$ cat src/hw/rtl/countdown_timer_block_with_cnt64_unit_assert.svh
// Assertion macros shared by the timer block's modules.
`ifndef COUNTDOWN_TIMER_BLOCK_WITH_CNT64_UNIT_ASSERT_SVH
`define COUNTDOWN_TIMER_BLOCK_WITH_CNT64_UNIT_ASSERT_SVH

`ifndef ASSERT_OFF

// Checks prop at every rising edge outside reset.
`define CDT_ASSERT(lbl, clk, rstn, prop) \
    lbl: assert property (@(posedge clk) disable iff (!rstn) (prop)) \
        else $error("timer block assertion failed");

// Checks that cons holds in the cycle after ante.
`define CDT_ASSERT_NEXT(lbl, clk, rstn, ante, cons) \
    lbl: assert property (@(posedge clk) disable iff (!rstn) (ante) |=> (cons)) \
        else $error("timer block assertion failed");

`else

`define CDT_ASSERT(lbl, clk, rstn, prop)
`define CDT_ASSERT_NEXT(lbl, clk, rstn, ante, cons)

`endif

`endif

$ cat src/hw/rtl/cdt_pkg.sv
package cdt_pkg;

    localparam int NUM_TIMERS = 3;

    typedef enum logic [1:0] {
        REQ_READ  = 2'd0,
        REQ_WRITE = 2'd1,
        REQ_TICK  = 2'd2
    } req_type_t;

    // Fixed register offsets
    localparam logic [7:0] OFS_IER     = 8'h00;
    localparam logic [7:0] OFS_ISR     = 8'h04;
    localparam logic [7:0] OFS_C64CTRL = 8'ha0;
    localparam logic [7:0] OFS_C64LO   = 8'ha4;
    localparam logic [7:0] OFS_C64HI   = 8'ha8;

    // Word offsets inside one timer's 16-byte window
    localparam logic [3:0] SUB_CTL = 4'h0;
    localparam logic [3:0] SUB_INT = 4'h4;
    localparam logic [3:0] SUB_CUR = 4'h8;

    // Control register bits
    localparam int CTL_EN_BIT      = 0;
    localparam int CTL_RELOAD_BIT  = 1;
    localparam int CTL_ONESHOT_BIT = 7;
    localparam int CTL_PRE_LO      = 4;
    localparam int CTL_PRE_HI      = 6;

    // 64-bit counter command bits
    localparam int C64_CLEAR_BIT = 0;
    localparam int C64_LATCH_BIT = 1;

    typedef struct packed {
        logic tick;
        logic ctl_we;
        logic int_we;
        logic cur_we;
    } chan_cmd_t;

endpackage

$ cat src/hw/rtl/cdt_chan.sv
`include "countdown_timer_block_with_cnt64_unit_assert.svh"

module cdt_chan (
    input  logic              aclk,
    input  logic              aresetn,
    input  cdt_pkg::chan_cmd_t cmd,
    input  logic [31:0]       wdata,
    output logic [7:0]        ctl,
    output logic [31:0]       interval,
    output logic [31:0]       current,
    output logic              expire
);
    import cdt_pkg::*;

    logic [7:0]  ctl_reg, ctl_next;
    logic [31:0] int_reg, int_next;
    logic [31:0] cur_reg, cur_next;
    logic [6:0]  pc_reg, pc_next;
    logic [7:0]  pc_inc;
    logic [7:0]  period;

    assign pc_inc = {1'b0, pc_reg} + 8'd1;
    assign period = 8'd1 << ctl_reg[CTL_PRE_HI:CTL_PRE_LO];

    always_comb begin
        ctl_next = ctl_reg;
        int_next = int_reg;
        cur_next = cur_reg;
        pc_next  = pc_reg;
        expire   = 1'b0;
        if (cmd.tick && ctl_reg[CTL_EN_BIT]) begin
            if (pc_inc < period) begin
                pc_next = pc_inc[6:0];
            end else begin
                pc_next = '0;
                if (cur_reg > 32'd1) begin
                    cur_next = cur_reg - 32'd1;
                end else begin
                    expire = 1'b1;
                    if (ctl_reg[CTL_ONESHOT_BIT]) begin
                        ctl_next[CTL_EN_BIT] = 1'b0;
                        cur_next = '0;
                    end else begin
                        cur_next = int_reg;
                    end
                end
            end
        end
        if (cmd.ctl_we) begin
            ctl_next = wdata[7:0];
            ctl_next[CTL_RELOAD_BIT] = 1'b0;
            if (wdata[CTL_RELOAD_BIT]) begin
                cur_next = int_reg;
                pc_next  = '0;
            end
        end
        if (cmd.int_we) begin
            int_next = wdata;
        end
        if (cmd.cur_we) begin
            cur_next = wdata;
        end
    end

    always_ff @(posedge aclk) begin
        if (!aresetn) begin
            ctl_reg <= '0;
            int_reg <= '0;
            cur_reg <= '0;
            pc_reg  <= '0;
        end else begin
            ctl_reg <= ctl_next;
            int_reg <= int_next;
            cur_reg <= cur_next;
            pc_reg  <= pc_next;
        end
    end

    assign ctl      = ctl_reg;
    assign interval = int_reg;
    assign current  = cur_reg;

    `CDT_ASSERT(a_expire_needs_tick, aclk, aresetn, !expire || (cmd.tick && ctl_reg[CTL_EN_BIT]))
    `CDT_ASSERT_NEXT(a_oneshot_stops, aclk, aresetn, expire && ctl_reg[CTL_ONESHOT_BIT], !ctl_reg[CTL_EN_BIT] && (cur_reg == '0))
    `CDT_ASSERT_NEXT(a_cont_reloads, aclk, aresetn, expire && !ctl_reg[CTL_ONESHOT_BIT], cur_reg == int_reg)

endmodule

$ cat src/hw/rtl/countdown_timer_block_with_cnt64_unit.sv
// Timer peripheral with NUM_TIMERS prescaled down-counters, a masked
// interrupt line and a free-running 64-bit counter, driven by a stream of
// items that are register reads, register writes or single clock ticks.
// Every item gives exactly one result holding the read value (zero for
// writes and ticks) and the interrupt line as it stands after the item.
// One item is taken in every cycle; each passes an input register, a state
// update and a result register, so a result is presented on the master side
// from the result register once its item has left the input register.
// Items stall only when the result register is full and not being taken.
`include "countdown_timer_block_with_cnt64_unit_assert.svh"

module countdown_timer_block_with_cnt64_unit (
    input  logic        aclk,
    input  logic        aresetn,
    input  logic        s_tvalid,
    output logic        s_tready,
    input  logic [39:0] s_tdata,   // reg_offset[7:0], write_data[39:8]
    input  logic [1:0]  s_tuser,   // req_type[1:0]
    output logic        m_tvalid,
    input  logic        m_tready,
    output logic [39:0] m_tdata    // read_data[31:0], irq_line[32], zero[39:33]
);
    import cdt_pkg::*;

    logic              in_valid_reg, in_valid_next;
    req_type_t         in_type_reg;
    logic [7:0]        in_off_reg;
    logic [31:0]       in_data_reg;
    logic              s_accept;
    logic              proc_fire;
    logic              is_tick, is_write, is_read;

    logic              out_valid_reg, out_valid_next;
    logic [39:0]       out_data_reg;

    logic [NUM_TIMERS-1:0] ier_reg, ier_next;
    logic [NUM_TIMERS-1:0] pend_reg, pend_next;
    logic [63:0]           fc_reg, fc_next;
    logic [63:0]           lat_reg, lat_next;

    chan_cmd_t             cmd    [NUM_TIMERS];
    logic [7:0]            ctl    [NUM_TIMERS];
    logic [31:0]           intv   [NUM_TIMERS];
    logic [31:0]           cur    [NUM_TIMERS];
    logic [NUM_TIMERS-1:0] expire;
    logic [NUM_TIMERS-1:0] hit;

    logic [31:0]           rd;
    logic                  irq;
    logic                  irq_state;

    // The stage moves on whenever the result register is free or being emptied.
    assign proc_fire = in_valid_reg && (!out_valid_reg || m_tready);
    assign s_tready  = !in_valid_reg || proc_fire;
    assign s_accept  = s_tvalid && s_tready;

    assign is_tick  = proc_fire && (in_type_reg == REQ_TICK);
    assign is_write = proc_fire && (in_type_reg == REQ_WRITE);
    assign is_read  = in_type_reg == REQ_READ;

    always_comb begin
        in_valid_next = in_valid_reg;
        if (s_accept) begin
            in_valid_next = 1'b1;
        end else if (proc_fire) begin
            in_valid_next = 1'b0;
        end
    end

    always_ff @(posedge aclk) begin
        if (!aresetn) begin
            in_valid_reg <= 1'b0;
        end else begin
            in_valid_reg <= in_valid_next;
        end
    end

    always_ff @(posedge aclk) begin
        if (s_accept) begin
            in_type_reg <= req_type_t'(s_tuser);
            in_off_reg  <= s_tdata[7:0];
            in_data_reg <= s_tdata[39:8];
        end
    end

    // Timer i occupies the 16-byte window starting at 0x10 * (i + 1).
    for (genvar i = 0; i < NUM_TIMERS; i++) begin : g_chan
        assign hit[i] = in_off_reg[7:4] == 4'(i + 1);
        assign cmd[i].tick   = is_tick;
        assign cmd[i].ctl_we = is_write && hit[i] && (in_off_reg[3:0] == SUB_CTL);
        assign cmd[i].int_we = is_write && hit[i] && (in_off_reg[3:0] == SUB_INT);
        assign cmd[i].cur_we = is_write && hit[i] && (in_off_reg[3:0] == SUB_CUR);

        cdt_chan u_chan (
            .aclk     (aclk),
            .aresetn  (aresetn),
            .cmd      (cmd[i]),
            .wdata    (in_data_reg),
            .ctl      (ctl[i]),
            .interval (intv[i]),
            .current  (cur[i]),
            .expire   (expire[i])
        );
    end

    always_comb begin
        ier_next  = ier_reg;
        pend_next = pend_reg;
        fc_next   = fc_reg;
        lat_next  = lat_reg;
        if (is_tick) begin
            fc_next   = fc_reg + 64'd1;
            pend_next = pend_reg | expire;
        end
        if (is_write) begin
            case (in_off_reg)
                OFS_IER: begin
                    ier_next = in_data_reg[NUM_TIMERS-1:0];
                end
                OFS_ISR: begin
                    pend_next = pend_reg & ~in_data_reg[NUM_TIMERS-1:0];
                end
                OFS_C64CTRL: begin
                    // A clear together with a latch captures zero.
                    if (in_data_reg[C64_CLEAR_BIT]) begin
                        fc_next = '0;
                    end
                    if (in_data_reg[C64_LATCH_BIT]) begin
                        lat_next = in_data_reg[C64_CLEAR_BIT] ? 64'd0 : fc_reg;
                    end
                end
                default: begin
                end
            endcase
        end
    end

    always_comb begin
        rd = '0;
        if (is_read) begin
            case (in_off_reg)
                OFS_IER:   rd = 32'(ier_reg);
                OFS_ISR:   rd = 32'(pend_reg);
                OFS_C64LO: rd = lat_reg[31:0];
                OFS_C64HI: rd = lat_reg[63:32];
                default: begin
                    for (int i = 0; i < NUM_TIMERS; i++) begin
                        if (hit[i]) begin
                            case (in_off_reg[3:0])
                                SUB_CTL: rd = 32'(ctl[i]);
                                SUB_INT: rd = intv[i];
                                SUB_CUR: rd = cur[i];
                                default: rd = '0;
                            endcase
                        end
                    end
                end
            endcase
        end
    end

    assign irq       = |(pend_next & ier_next);
    assign irq_state = |(pend_reg & ier_reg);

    always_ff @(posedge aclk) begin
        if (!aresetn) begin
            ier_reg  <= '0;
            pend_reg <= '0;
            fc_reg   <= '0;
            lat_reg  <= '0;
        end else begin
            ier_reg  <= ier_next;
            pend_reg <= pend_next;
            fc_reg   <= fc_next;
            lat_reg  <= lat_next;
        end
    end

    always_comb begin
        out_valid_next = out_valid_reg;
        if (proc_fire) begin
            out_valid_next = 1'b1;
        end else if (m_tready) begin
            out_valid_next = 1'b0;
        end
    end

    always_ff @(posedge aclk) begin
        if (!aresetn) begin
            out_valid_reg <= 1'b0;
        end else begin
            out_valid_reg <= out_valid_next;
        end
    end

    always_ff @(posedge aclk) begin
        if (proc_fire) begin
            out_data_reg <= {7'd0, irq, rd};
        end
    end

    assign m_tvalid = out_valid_reg;
    assign m_tdata  = out_data_reg;

    `CDT_ASSERT(a_irq_matches_state, aclk, aresetn, !out_valid_reg || (out_data_reg[32] == irq_state))
    `CDT_ASSERT_NEXT(a_pend_only_on_tick, aclk, aresetn, !is_tick, (pend_reg & ~$past(pend_reg)) == '0)
    `CDT_ASSERT_NEXT(a_counter_counts, aclk, aresetn, is_tick, fc_reg == ($past(fc_reg) + 64'd1))
    `CDT_ASSERT(a_stall_needs_item, aclk, aresetn, s_tready || in_valid_reg)

endmodule
$ cat config.mk
export PLATFORM = sky130hd
export DESIGN_NAME = countdown_timer_block_with_cnt64_unit
export DESIGN_NICKNAME = d
export VERILOG_FILES = /design/src/hw/rtl/cdt_pkg.sv /design/src/hw/rtl/cdt_chan.sv /design/src/hw/rtl/countdown_timer_block_with_cnt64_unit.sv
export VERILOG_INCLUDE_DIRS = /design/src /design/src/hw/rtl
export SDC_FILE = /design/constraint.sdc
export NUM_CORES = 1
export LEC_CHECK = 0
export BUFFER_PORTS_ARGS = -buffer_cell sky130_fd_sc_hd__buf_2
export CAP_MARGIN = 20
export CORE_MARGIN = 3
export CORE_UTILIZATION = 57
export CTS_CLUSTER_SIZE = 16
export DETAILED_ROUTE_END_ITERATION = 12
export PLACE_DENSITY_LB_ADDON = 0.12
export SLEW_MARGIN = 10
export SYNTH_ARGS = -nofsm -noshare
export SYNTH_HDL_FRONTEND = slang
export SYNTH_SLANG_ARGS = --single-unit
$ cat constraint.sdc
create_clock -name aclk -period 2.8 [get_ports aclk]
set_input_delay 0 -clock aclk [delete_from_list [all_inputs] [get_ports aclk]]
set_output_delay 0 -clock aclk [all_outputs]
set_load 0.01 [all_outputs]
=== After elaboration in Yosys (flattened, before gate mapping) ===
Index checks and enable logic that the tools add are counted.

* Register bits: 445
* Output and inout bits: 42
* Logic and storage cells: 180

* $add $sub $neg: 7
* Order comparisons: 6
* Equality and inequality tests: 17
* Shifts and indexed selects: 3
* Mux-type cells: 78
* Bitwise logic cells: 4
* Reduce and logical (&&, ||, !) cells: 39

{| class="wikitable"
|+ Operators by type and width
! operator !! count
|-
| 32-bit 2-to-1 mux || 24
|-
| 64-bit 2-to-1 mux || 5
|-
| 32-bit case mux with 3 select lines || 3
|-
| 32-bit case mux with 4 select lines || 1
|-
| 32-bit by 1-bit > comparator with 1-bit output, second input constant || 3
|-
| 32-bit by 1-bit subtractor with 32-bit output, second input constant || 3
|-
| 7-bit 2-to-1 mux || 12
|-
| 64-bit by 1-bit adder with 64-bit output, second input constant || 1
|-
| 1-bit 2-to-1 mux || 28
|-
| 7-bit by 1-bit adder with 8-bit output, second input constant || 3
|-
| 8-bit equality test, second input constant || 3
|-
| 8-bit < comparator || 3
|-
| 1-bit by 3-bit left shift with 8-bit output, first input constant || 3
|-
| 1-bit logical AND || 19
|-
| 2-bit nonzero test || 8
|-
| 3-bit 2-to-1 mux || 5
|-
| 2-bit inequality test, second input constant || 6
|-
| 4-bit AND reduction || 3
|-
| 4-bit by 2-bit equality test with 1-bit output, second input constant || 2
|-
| 8-bit by 3-bit equality test with 1-bit output, second input constant || 1
|-
| 8-bit zero test || 1
|-
| 3-bit bitwise AND || 2
|-
| 4-bit by 1-bit equality test with 1-bit output, second input constant || 1
|-
| 4-bit by 3-bit equality test with 1-bit output, second input constant || 1
|-
| other kinds (11) || 13
|}

=== Longest topological paths before layout ===
* Depth in word-level cells: 12
* Mapped depth: 13
* Gate-level depth less buffers: 12

=== Modules after synthesis ===
From an unflattened synthesis, not the netlist that was laid out.

* Cell total of the unflattened synthesis: 3003
* Area total of the unflattened synthesis: 25514.5 sq um

{| class="wikitable"
|+ By module, submodules not included
! module !! instances !! cells an instance !! area an instance (sq um) !! sequential area each (sq um)
|-
| cdt_chan || 3 || 606 || 4888.4 || 1561.5
|-
| countdown_timer_block_with_cnt64_unit || 1 || 1185 || 10849.2 || 4974.8
|}

=== Least setup slack after synthesis ===
No wires, ideal clock.

* Kind: register to register
* Start point: register g_chan[0].u_chan.pc_reg[0]
* End point: register g_chan[0].u_chan.cur_reg[23]
* Arrival time: 2640 ps
* Setup slack: 28 ps
* Stages on the path, launching flop included: 13
* Buffers on the path: 1
* Path through: dfxtp_1 > ha_1 > nand3_1 > nor2_1 > xor2_1 > ha_1 > o21ai_0 > o21ai_0 > o211ai_1 > clkbuf_1 > a21oi_1 > a221oi_1 > a21oi_1

* Longest elaborated chain between the ends: 7

{| class="wikitable"
|+ RTL lines
! element !! RTL line !! RTL
|-
| from (decl) || cdt_chan.sv:18 || <nowiki>logic [6:0] pc_reg, pc_next;</nowiki>
|-
| from (signal assigned) || cdt_chan.sv:75 || <nowiki>pc_reg <= pc_next;</nowiki>
|-
| 7-bit by 1-bit adder with 8-bit output * || cdt_chan.sv:22 || <nowiki>assign pc_inc = {1'b0, pc_reg} + 8'd1;</nowiki>
|-
| 8-bit < comparator * || cdt_chan.sv:32 || <nowiki>if (pc_inc < period) begin</nowiki>
|-
| 32-bit 2-to-1 mux * || cdt_chan.sv:32 ||
|-
| 32-bit 2-to-1 mux * || cdt_chan.sv:31 || <nowiki>if (cmd.tick && ctl_reg[CTL_EN_BIT]) begin</nowiki>
|-
| 32-bit 2-to-1 mux || cdt_chan.sv:52 || <nowiki>if (wdata[CTL_RELOAD_BIT]) begin</nowiki>
|-
| 32-bit 2-to-1 mux * || cdt_chan.sv:49 || <nowiki>if (cmd.ctl_we) begin</nowiki>
|-
| 32-bit 2-to-1 mux * || cdt_chan.sv:60 || <nowiki>if (cmd.cur_we) begin</nowiki>
|-
| to (signal assigned) || cdt_chan.sv:74 || <nowiki>cur_reg <= cur_next;</nowiki>
|-
| to (decl) || cdt_chan.sv:17 || <nowiki>logic [31:0] cur_reg, cur_next;</nowiki>
|}

Every way passes the cells marked *; elsewhere a longest branch is shown, timed or not.
A chain may end at the register's enable or synchronous reset.

=== Final worst setup path ===
* Start point: register out_valid_reg, in the netlist m_tvalid
* End point: register g_chan[2].u_chan.cur_reg[18]

* Longest elaborated chain between the ends: 9
* Elaborated cells between the ends (all ways): 13
* Classes of those cells: 4 x mux; 9 x reduce/logical

{| class="wikitable"
|+ RTL lines
! element !! RTL line !! RTL
|-
| from (decl) || countdown_timer_block_with_cnt64_unit.sv:33 || <nowiki>logic out_valid_reg, out_valid_next;</nowiki>
|-
| from (signal assigned) || countdown_timer_block_with_cnt64_unit.sv:192 || <nowiki>out_valid_reg <= out_valid_next;</nowiki>
|-
| 1-bit zero test * || countdown_timer_block_with_cnt64_unit.sv:53 || <nowiki>assign proc_fire = in_valid_reg && (!out_valid_reg || m_tready);</nowiki>
|-
| 1-bit logical OR * || countdown_timer_block_with_cnt64_unit.sv:53 ||
|-
| 1-bit logical AND * || countdown_timer_block_with_cnt64_unit.sv:53 ||
|-
| 1-bit logical AND || countdown_timer_block_with_cnt64_unit.sv:57 || <nowiki>assign is_tick = proc_fire && (in_type_reg == REQ_TICK);</nowiki>
|-
| 1-bit logical AND || cdt_chan.sv:31 ||
|-
| 32-bit 2-to-1 mux || cdt_chan.sv:31 ||
|-
| 32-bit 2-to-1 mux || cdt_chan.sv:52 ||
|-
| 32-bit 2-to-1 mux || cdt_chan.sv:49 ||
|-
| 32-bit 2-to-1 mux * || cdt_chan.sv:60 ||
|-
| to (signal assigned) || cdt_chan.sv:74 ||
|-
| to (decl) || cdt_chan.sv:17 ||
|}

Marked as above.

==> flow_summary.toml <==
[floorplanning]
die_area_um2 = 43600
die_y_um = 209
rows = 73
die_x_um = 209
io_pins = 88
start_util = 0.584
core_area_um2 = 40200

[synth]
avgSynthCellArea_um2 = 8.05
ys_top_cells_by_area = "dfxtp_1 32%, edfxtp_1 9.6%, a21oi_1 7.8%"
ys.flop_type = "dfxtp_1"
yosysTopAreaCellShare = 0.316
async_flop_share = 0
yosysMostFrequentCell = "dfxtp_1"
netlist_area_um2 = 23500
yosys.cell_types.count = 83
ys_warn_count = 0
synth-seq-cells = 445
synth_edf_count = 75
synthCells = 2914
synth_top_area_cell = "dfxtp_1"
yosysSeqAreaShare = 0.412
synth_common_cells = "370 x dfxtp_1, 366 x a21oi_1, 338 x nand2_1"

[power_and_ir_drop]
power_density_nw_per_um2 = 497
power.internal_mw = 10.4
p_clk_frac = 0.468
p_sw_mw = 3.26
power_mw = 13.7
combPwrFrac = 0.043
ir_drop_v = 0.000454
seqPwrFrac = 0.489
swShare = 0.238
power_leakage_nw = 9.51

[critical_path]
r2r_end = "g_chan[2].u_chan.current[18]"
r2r_start = "m_tvalid"
cp.required_ps = 3320
start_kind = "register"
worst-path-max-fanout = 11
endpoint_kind = "register"
r2r_setup_slack_ps = 20
r2r_cells = 8
worstPathArrival_ps = 3300
crit_type = "register to register"

[placement]
placedCellCount = 3440
dp_hpwl_um = 57900
placed_area_um2 = 25100
gp_congestion = 0.970
portBuffers = 80

[sta]
hold_viol = 0
drv_slew = 0
min_period_ps = 2780
fin_crit_sh = 0.992
slew_headroom = 0.244
fmax_ghz = 0.360
finalClockSkew_ps = 21.6
setup_viol = 0
max_slew.worst_pin.slew_ps = 1130

[final_layout]
postLayoutCellArea_um2 = 27500
drive_gt1_frac = 0.144
fin_nets = 3104
area_delta_synth_final_pct = 17.4
layoutNonFillerInstCount = 3594

[global_route]
grt_busiest_layer = "met2"
grt_max_degree = 78
use_met3 = 0.0784
first_global_vias = 22700
grt_usage = 0.380
use_met2 = 0.556
grt-ovfl-total = 0
grt_pass1_wl_um = 133000
met1_usage = 0.531
antenna_found_initial = 0

[route]
viasPerCell = 6.88
antenna_left = 0
wirelength_um = 89000
drt_first_pass_iters = 8
drc = 0
num_vias = 24700
wl_per_cell_um = 24.8
first_iter_violations = 3759

[clock_tree]
cts.sink_count = 445
clockRootBuffer = "clkbuf_16"
clock_path_buffers = 3
clk_pin_slew_worst_paths_ps = 70
ctsHtreeMaxLevel = 2
cts_tree = "built"
numCtsBuffers = 48
clk_latency_ps = 590

[hold_path]
whs_path_depth = 2
hp-start = "s_tdata[15]"
hold_path_class = "primary input to register"
whs_endpoint = "in_data_reg[7]"

[status]
status = "complete, no violations"

[job]
drv_cap = 0
==> per-layer routing <==
layer | part of all wire | vias to the layer above
met2 | 0.42 | 1742
met1 | 0.39 | 11700
met3 | 0.13 | 344
li1 | - | 11000
met4 | 0.064 | 0
met5 | 0 | -
==> how the worst max path moves through the flow <==
stage | start | endpoint | depth (start not counted)
2_1_floorplan | g_chan[0].u_chan.pc_reg[0] | g_chan[0].u_chan.current[23] | 12
3_3_place_gp | g_chan[2].u_chan.pc_reg[0] | g_chan[2].u_chan.current[28] | 13
3_5_place_dp | g_chan[2].u_chan.pc_reg[0] | g_chan[2].u_chan.current[10] | 12
4_1_cts | g_chan[0].u_chan.pc_reg[0] | g_chan[0].u_chan.current[17] | 13
5_1_grt | g_chan[2].u_chan.pc_reg[1] | g_chan[2].u_chan.pc_reg[1] | 13
6_report | m_tvalid | g_chan[2].u_chan.current[18] | 8
==> per-stage QoR <==
| stage | setup slack [ps] | TNS, ps | hold slack (ps) | util |
|---|---|---|---|---|
| 2_1_floorplan | 28.1 | 0 | 98.9 | - |
| 3_3_place_gp | -130 | -601 | 177 | 0.625 |
| 3_5_place_dp | -127 | -1150 | 178 | 0.625 |
| 4_1_cts | 7.79 | 0 | 93.9 | 0.677 |
| 5_1_grt | -44.2 | -359 | 113 | 0.685 |
| 6_report | 23.6 | 0 | 117 | 0.685 |
==> power groups by stage <==
stage | sequential [mW] | combinational (mW) | clock, mW
6_report | 6.68 | 0.591 | 6.39
5_1_grt | 6.68 | 0.617 | 6.70
4_1_cts | 6.68 | 0.566 | 6.41
3_5_place_dp | 6.82 | 0.514 | 0
3_3_place_gp | 6.82 | 0.509 | 0
2_1_floorplan | 6.74 | 0.311 | 0
==> cell usage in the layout (no fill, tap or decap), types with 24 or more instances in the layout <==
cell / instances
buf_12: 25
o22ai_1: 52
ha_1: 27
xor2_1: 36
clkbuf_16: 51
edfxtp_1: 75
nand3_1: 110
o221ai_1: 54
buf_2: 80
a221oi_1: 33
nor3_1: 74
o21ai_0: 128
nor3b_1: 56
nand2_1: 338
buf_4: 154
and3_1: 50
a31oi_1: 52
dlygate4sd3_1: 46
nor2_1: 288
dfxtp_1: 361
or3_1: 24
xnor2_1: 53
nor4_1: 31
inv_1: 26
a22oi_1: 106
a21oi_1: 364
==> cell families after synthesis <==
group / share of synthesized area
AND/OR/NAND/NOR: 0.238
AO/OA/AOI/OAI: 0.248
flip-flops: 0.412
buffers and inverters: 0.0488
XOR/XNOR: 0.0332
adder cells (fa/ha/maj): 0.0165
multiplexers: 0.00299
other: 0.000160
==> critical path, stage by stage, from the launching register on <==
cell and delay (ps):
dfxtp_1 350, nor2b_1 390, or3_1 260, buf_4 230
nor2_1 110, nand2_1 280, nand2_1 420, or3_1 480
a31oi_1 170
==> final cells by class <==
| class | instances | area (um^2) |
|---|---|---|
| clock buffer | 56 | 1250 |
| timing repair buffer | 309 | 2610 |
| fill | 3373 | 12700 |
| inverter | 28 | 110 |
| tap | 525 | 657 |
| sequential | 445 | 9680 |
| multi-input combinational | 2195 | 12900 |
| clock inverter | 34 | 288 |
| antenna | 2 | 5.00 |
==> repair_timing <==
item / in CTS / in global routing
hold buffers: 46 / 0
gates resized for setup: 7 / 55
buffers inserted: 3 / 9
pin swaps: 2 / 14
setup endpoints to repair: 33 / 119
cloned: 1 / 3
endpoints found under the hold margin: 56 / 0
Note: power is estimated with default switching activity, not from simulation.
